`src/sv/contiguous_complement_match_mask_assert.svh`:
```
// ----------------------------------------------------------------------------
// Assertion macros for the complement match mask block
// Shared property wrappers clocked on clk and disabled while rst_n is low.
// ----------------------------------------------------------------------------
`ifndef CONTIGUOUS_COMPLEMENT_MATCH_MASK_ASSERT_SVH
`define CONTIGUOUS_COMPLEMENT_MATCH_MASK_ASSERT_SVH

// Same-cycle implication
`define CCMM_ASSERT_NOW(lbl, ante, cons, msg) \
  lbl: assert property (@(posedge clk) disable iff (!rst_n) (ante) |-> (cons)) else $error(msg);

// Next-cycle implication
`define CCMM_ASSERT_NEXT(lbl, ante, cons, msg) \
  lbl: assert property (@(posedge clk) disable iff (!rst_n) (ante) |=> (cons)) else $error(msg);

`endif

```
`src/sv/ccmm_pkg.sv`:
```
// ----------------------------------------------------------------------------
// ccmm_pkg
// Types, sizes and the run-length helper shared by the match mask block.
// ----------------------------------------------------------------------------
package ccmm_pkg;

  localparam int POOL_SIZE = 16;
  localparam int WORD_BITS = 16;
  // Lanes that show up in the result mask
  localparam int MASK_BITS = (POOL_SIZE < 16) ? POOL_SIZE : 16;

  localparam logic KIND_LOAD  = 1'b0;
  localparam logic KIND_QUERY = 1'b1;

  typedef logic [WORD_BITS-1:0] word_t;
  // bit k set when the word holds a run of at least k ones
  typedef logic [WORD_BITS:0]   run_flags_t;

  typedef struct packed {
    logic        kind;
    logic [3:0]  entry_index;
    logic [15:0] entry_value;
    logic [15:0] receptor_word;
    logic [4:0]  receptor_threshold;
  } in_item_t;

  typedef struct packed {
    logic [15:0] match_mask;
    logic        no_match;
  } out_item_t;

  typedef struct packed {
    logic we;    // write the pool word
    logic adv1;  // capture receptor difference
    logic adv2;  // capture run flags
  } lane_ctl_t;

  // Window AND by doubling: w[k] bit b = AND of x[b +: k].
  function automatic run_flags_t run_flags(input word_t x);
    word_t      w [0:WORD_BITS];
    run_flags_t f;
    int         p;
    w[0] = '1;
    w[1] = x;
    for (int k = 2; k <= WORD_BITS; k++) begin
      p = 1;
      while (p * 2 < k) begin
        p = p * 2;
      end
      w[k] = w[p] & (w[k-p] >> p);
    end
    for (int k = 0; k <= WORD_BITS; k++) begin
      f[k] = |w[k];
    end
    return f;
  endfunction

endpackage

```
`src/sv/ccmm_lane.sv`:
```
// ----------------------------------------------------------------------------
// ccmm_lane
// One pool slot: stored ligand word, receptor difference and run flags.
// ----------------------------------------------------------------------------
module ccmm_lane import ccmm_pkg::*; (
  input  logic       clk,
  input  lane_ctl_t  ctl,
  input  word_t      wr_word,
  input  word_t      rec_word,
  output run_flags_t flags
);

  word_t      pool_word_r;
  word_t      diff_r;
  run_flags_t flags_r;

  always_ff @(posedge clk) begin
    if (ctl.we) begin
      pool_word_r <= wr_word;
    end
    // complementary bits
    if (ctl.adv1) begin
      diff_r <= pool_word_r ^ rec_word;
    end
    if (ctl.adv2) begin
      flags_r <= run_flags(diff_r);
    end
  end

  assign flags = flags_r;

endmodule

```
`src/sv/contiguous_complement_match_mask.sv`:
```
// ----------------------------------------------------------------------------
// contiguous_complement_match_mask
// r-contiguous-bits matching of a receptor word against a pool of ligands.
// ----------------------------------------------------------------------------
// A load item writes one pool slot in the cycle it is accepted and gives no
// result. A query item is scored against all pool slots in parallel, one lane
// per slot, through three register stages: the receptor difference (XOR), the
// per-length run flags of that difference, and the result register that picks
// the flag for the threshold and folds the lanes into match_mask and no_match.
// The block takes one item per cycle while in_ready is high. Each stage
// advances on its own, so bubbles close up and a stall on the result side
// only backs up the stages behind it. A query sees every load accepted
// before it. Slots never loaded give undefined bits. The user must write
// active_r through cfg_we only while idle; the block does not enforce it.
// ----------------------------------------------------------------------------
module contiguous_complement_match_mask import ccmm_pkg::*; (
  input  logic      clk,
  input  logic      rst_n,
  input  logic      in_valid,
  output logic      in_ready,
  input  in_item_t  in_data,
  output logic      out_valid,
  input  logic      out_ready,
  output out_item_t out_data,
  input  logic      cfg_we,
  input  logic [4:0] cfg_wdata
);

  `include "contiguous_complement_match_mask_assert.svh"

  logic        cfg_active_r;
  logic [4:0]  active_r;
  logic        v1_r, v1_nxt;
  logic        v2_r, v2_nxt;
  logic        v3_r, v3_nxt;
  logic [4:0]  thr1_r, thr2_r;
  out_item_t   out_r, out_nxt;
  logic        rdy1, rdy2, rdy3;
  logic        accept, q_accept, l_accept;
  word_t       wr_word, rec_word;
  lane_ctl_t   lane_ctl [POOL_SIZE];
  run_flags_t  lane_flags [POOL_SIZE];
  logic        any_bind;

  // Hold the active count; the user must write it only while idle, the block does not enforce it
  always_ff @(posedge clk) begin
    if (!rst_n) begin
      active_r     <= '0;
      cfg_active_r <= 1'b0;
    end else if (cfg_we) begin
      active_r     <= cfg_wdata;
      cfg_active_r <= 1'b1;
    end
  end

  // Per-stage ready: a stage can take new data when empty or draining
  assign rdy3     = !v3_r || out_ready;
  assign rdy2     = !v2_r || rdy3;
  assign rdy1     = !v1_r || rdy2;
  assign in_ready = rdy1;

  assign accept   = in_valid && in_ready;
  assign q_accept = accept && (in_data.kind == KIND_QUERY);
  assign l_accept = accept && (in_data.kind == KIND_LOAD);

  assign wr_word  = WORD_BITS'(in_data.entry_value);
  assign rec_word = WORD_BITS'(in_data.receptor_word);

  // Drive lane enables; loads beyond the pool are dropped
  always_comb begin
    for (int i = 0; i < POOL_SIZE; i++) begin
      lane_ctl[i].we   = l_accept && (32'(in_data.entry_index) == i);
      lane_ctl[i].adv1 = q_accept;
      lane_ctl[i].adv2 = rdy2 && v1_r;
    end
  end

  for (genvar g = 0; g < POOL_SIZE; g++) begin : g_lane
    ccmm_lane u_lane (
      .clk      (clk),
      .ctl      (lane_ctl[g]),
      .wr_word  (wr_word),
      .rec_word (rec_word),
      .flags    (lane_flags[g])
    );
  end

  // Pick each lane's flag for the threshold and fold into the result
  always_comb begin
    logic hit;
    out_nxt  = '0;
    any_bind = 1'b0;
    for (int i = 0; i < POOL_SIZE; i++) begin
      hit = 1'b0;
      for (int k = 0; k <= WORD_BITS; k++) begin
        if (32'(thr2_r) == k) begin
          hit = lane_flags[i][k];
        end
      end
      // inactive lanes never bind
      if (32'(active_r) <= i) begin
        hit = 1'b0;
      end
      if (i < MASK_BITS) begin
        out_nxt.match_mask[i] = hit;
      end
      any_bind = any_bind | hit;
    end
    out_nxt.no_match = !any_bind;
  end

  always_comb begin
    v1_nxt = rdy1 ? q_accept : v1_r;
    v2_nxt = rdy2 ? v1_r : v2_r;
    v3_nxt = rdy3 ? v2_r : v3_r;
  end

  // Advance valid bits
  always_ff @(posedge clk) begin
    if (!rst_n) begin
      v1_r <= 1'b0;
      v2_r <= 1'b0;
      v3_r <= 1'b0;
    end else begin
      v1_r <= v1_nxt;
      v2_r <= v2_nxt;
      v3_r <= v3_nxt;
    end
  end

  // Threshold travels with the item; result held until taken
  always_ff @(posedge clk) begin
    if (q_accept) begin
      thr1_r <= in_data.receptor_threshold;
    end
    if (rdy2 && v1_r) begin
      thr2_r <= thr1_r;
    end
    if (rdy3 && v2_r) begin
      out_r <= out_nxt;
    end
  end

  assign out_valid = v3_r;
  assign out_data  = out_r;

  // A load never enters the scoring pipeline
  `CCMM_ASSERT_NEXT(a_load_no_result, l_accept && rdy1, !v1_r, "load item entered the pipeline")

  // With every lane shown in the mask, no_match is the empty mask
  `CCMM_ASSERT_NOW(a_nomatch_mask, v3_r && (POOL_SIZE <= 16), out_r.no_match == (out_r.match_mask == '0), "no_match disagrees with match_mask")

  // Lanes at or above the active count stay clear
  `CCMM_ASSERT_NOW(a_inactive_clear, v3_r && (active_r < 5'd16), (out_r.match_mask >> active_r) == '0, "inactive lane set in match_mask")

  // Pool with no active entries never binds
  `CCMM_ASSERT_NOW(a_empty_pool, v3_r && cfg_active_r && (active_r == '0), out_r.no_match, "empty pool reported a match")

endmodule
```
`config.mk`:
```
export PLATFORM = sky130hd
export DESIGN_NAME = contiguous_complement_match_mask
export DESIGN_NICKNAME = d
export VERILOG_FILES = /design/src/sv/ccmm_pkg.sv /design/src/sv/ccmm_lane.sv /design/src/sv/contiguous_complement_match_mask.sv
export VERILOG_INCLUDE_DIRS = /design/src /design/src/sv
export SDC_FILE = /design/constraint.sdc
export NUM_CORES = 2
export LEC_CHECK = 0
export ABC_CLOCK_PERIOD_IN_PS = 43700
export BUFFER_PORTS_ARGS = -buffer_cell sky130_fd_sc_hd__buf_2
export CORE_MARGIN = 2
export CORE_UTILIZATION = 23
export CTS_BUF_LIST = sky130_fd_sc_hd__clkbuf_4 sky130_fd_sc_hd__clkbuf_8
export DETAILED_ROUTE_END_ITERATION = 6
export GPL_ROUTABILITY_DRIVEN = 0
export PLACE_DENSITY = 0.42
export SYNTH_ARGS = -nofsm -noshare
export SYNTH_HDL_FRONTEND = slang
export SYNTH_HIERARCHICAL = 1
export SYNTH_SLANG_ARGS = --single-unit
```
`constraint.sdc`:
```
create_clock -name clk -period 43.7 [get_ports clk]
set_clock_uncertainty 0.05 [all_clocks]
set_input_delay 8.74 -clock clk [delete_from_list [all_inputs] [get_ports clk]]
set_output_delay 8.74 -clock clk [all_outputs]
set_load 0.02 [all_outputs]
```
==> flow_summary.toml <==
[run_status]
outcome = "finished clean"

[die]
io_pins = 71
design.die.area_sq_mm = 0.198
coreArea_sq_mm = 0.193
die_w_microns = 445
initial_core_util = 0.232
die_y_microns = 445
rows = 161

[worst_setup_path]
r2r-end = "g_lane[9].u_lane/flags[2]"
start_kind = "input port"
timing.rr.start = "out_valid"
reg2reg_depth = 7
endpoint_kind = "primary output"
cp_max_fo = 6
worstSetupPathType = "in -> out"
r2r_slack_ns = 39.19
arrival_ns = 9.69
crit_required_ns = 34.91

[power_and_ir_drop]
leakage_uw = 0.0157
clkPwrFrac = 0.411
irDropWorstVdd_mv = 0.0290
swShare = 0.261
switchingPower_uw = 459
intPower_uw = 1300
seqPwrFrac = 0.518
power-per-cell-area_mw_per_mm2 = 35.4
combPwrFrac = 0.071
design_power_total_uw = 1760

[timing]
slew_headroom = 0.172
setup_tns_ns = 0
finalMaxSlewViolations = 0
rsz0062_at_grt = "false"
fmax_mhz = 54.1
finalCriticalPeriod_ns = 18.48
post-route-period-util = 0.423
tightest_slew_ns = 1.24
finalSetupViolations = 0
hold_viol = 0

[synth]
ys_top_cells_by_count = "edfxtp_1 (795), nand2_1 (483), nor2_1 (332)"
synth-main-ff-cell = "edfxtp_1"
postSynthAreaPerCell_sq_um = 10.9
synth_top_area_share = 0.535
netlist_area_sq_mm = 0.0446
synthArstFlopShare = 0
synth.yosys.seq_area_share = 0.538
yosysMostFrequentCell = "edfxtp_1"
synth_edf_count = 795
synth_area_leaders = "edfxtp_1 (53%), xor2_1 (5.0%), nand2_1 (4.1%), a21oi_1 (2.9%), nor2_1 (2.8%)"
yosysWarnings = 6
ys_seq_elements = 803
synth_area_leader_cell = "edfxtp_1"
synth_cells = 4080
synth.distinct_cells = 90
syn_nets = 4132

[detailed_routing]
drt-initial-drc-count = 5301
viasPerCell = 5.41
antenna_left = 0
routedWlPerCell_microns = 25.8
routed_wl_microns = 174000
drc = 0
vias = 36400
drt-pass1-iter-count = 7

[finish]
fin_nets = 4145
multiInputGateArea_sq_mm = 0.0185
drive_gt1_frac = 0.125
ff_latch_area_sq_mm = 0.0240
final_cell_area_sq_mm = 0.0497
fin_cells = 6731
n_fill_cell = 20200
area_growth_pct = 11.4
fin_util = 0.258

[clocking]
cts_buffer_depth = 3
cts-root-buf = "clkbuf_8"
numCtsBuffers = 147
ctsResizeCount = 0
cts_tree = "built"
clk_latency_ns = 0.89
htreeDepth = 4
postCtsSetupBuffers = 0
clkTransAtPathRegs_ns = 0.06
ctsHoldBuffers = 0
clkSinkCount = 803

[placed_design]
dp_cells = 6470
dpl_cell_area_sq_mm = 0.0468
portBuffers = 70
hpwlAfterDp_microns = 109000

[run]
maxCapViolations = 0

[min_path]
min_from = "thr1_r[0]"
holdPathEnd = "thr2_r[0]"
hold_depth = 0
hp-class = "reg -> reg"

[global_route]
grtUsageTotal = 0.171
grt_max_degree = 105
antenna_found_initial = 24
overflow = 0
grt_pass1_wl_microns = 248000
grt_pass1_vias = 33700
-- final cells by class --
type                            instances  area share
Inverter                               61     0.00461
Tap cell                             2526      0.0636
Clock buffer                          195      0.0485
Sequential cell                       803       0.484
Antenna cell                            8    0.000403
Timing Repair Buffer                  143      0.0186
Multi-Input combinational cell       2937       0.372
Clock inverter                         58     0.00909
-- through the flow --
step	setup slack, ns	hold WS (ns)
5_1_grt	25.13	0.380
3_3_place_gp	25.11	0.359
3_5_place_dp	25.19	0.362
2_1_floorplan	14.76	0.350
6_report	25.22	0.365
4_1_cts	25.18	0.370
-- cells in the final DEF (no fill, tap or decap), drive strengths merged, types with 18 or more instances in the layout --
cell type and n:
or3 34, o21ai 242, and2 19, inv 66
and4 65, a221oi 22, o2111ai 34, o22ai 133
nor2 351, a32oi 23, a22oi 23, clkbuf 195
o221ai 52, or2 19, nand4 243, a21oi 256
edfxtp 795, nor3 20, a32o 19, a31oi 70
clkinv 43, nand3 96, xor2 256, mux2i 35
nor2b 22, a211oi 28, o32ai 19, o211ai 25
buf 143, o31ai 20, a21boi 19, or4 66
a211o 18, nand2 485, nor4 70
-- kinds of logic after synthesis --
kind of cell,after synthesis,share of synthesized area
buf+inv,340,0.0490
flops,803,0.538
simple gates,1528,0.185
other cells,16,0.00135
mux,53,0.0132
compound gates,1084,0.163
xor+xnor,256,0.0502
-- worst max-delay path, cell delays in order --
cell     delay (ns)
buf_2          0.09
nor2b_1        0.15
buf_4          0.20
nand3_1        0.09
buf_4          0.22
buf_2          0.18
-- per-layer routing --
metal	vias up	global-route usage	share of wire
met3	429	0.0319	0.087
met2	2320	0.267	0.45
met1	17700	0.227	0.41
met5	-	0	0.00021
met4	6	0.0817	0.049
li1	16000	-	-
-- power by group through the flow --
| stage | Sequential (uW) | Combinational (uW) | Clock (uW) |
|---|---|---|---|
| after CTS | 911 | 125 | 746 |
| final | 913 | 125 | 723 |
| after global routing | 916 | 134 | 776 |
| after floorplan | 913 | 87.6 | 0 |
| after detailed placement | 927 | 124 | 0 |
| after global placement | 927 | 125 | 0 |
-- worst max path at each step --
| stage | endpoint | from | cells after the start | slack [ns] |
|---|---|---|---|---|
| 2_1_floorplan | g_lane[0].u_lane/flags[10] | out_ready | 2 | 14.76 |
| 3_3_place_gp | in_ready | out_ready | 6 | 25.11 |
| 3_5_place_dp | in_ready | out_ready | 6 | 25.19 |
| 4_1_cts | in_ready | out_ready | 6 | 25.18 |
| 5_1_grt | in_ready | out_ready | 6 | 25.13 |
| 6_report | in_ready | out_ready | 6 | 25.22 |
-- flip-flops by register name, indices dropped and copies added (netlist names) --
register / flops
out_valid: 1
active_r: 5
thr2_r: 5
out_data: 17
thr1_r: 5
g_lane.u_lane/diff_r: 256
g_lane.u_lane/pool_word_r: 256
v2_r: 1
g_lane.u_lane/flags: 256
v1_r: 1
No activity file was read; power rests on OpenSTA's default activity.
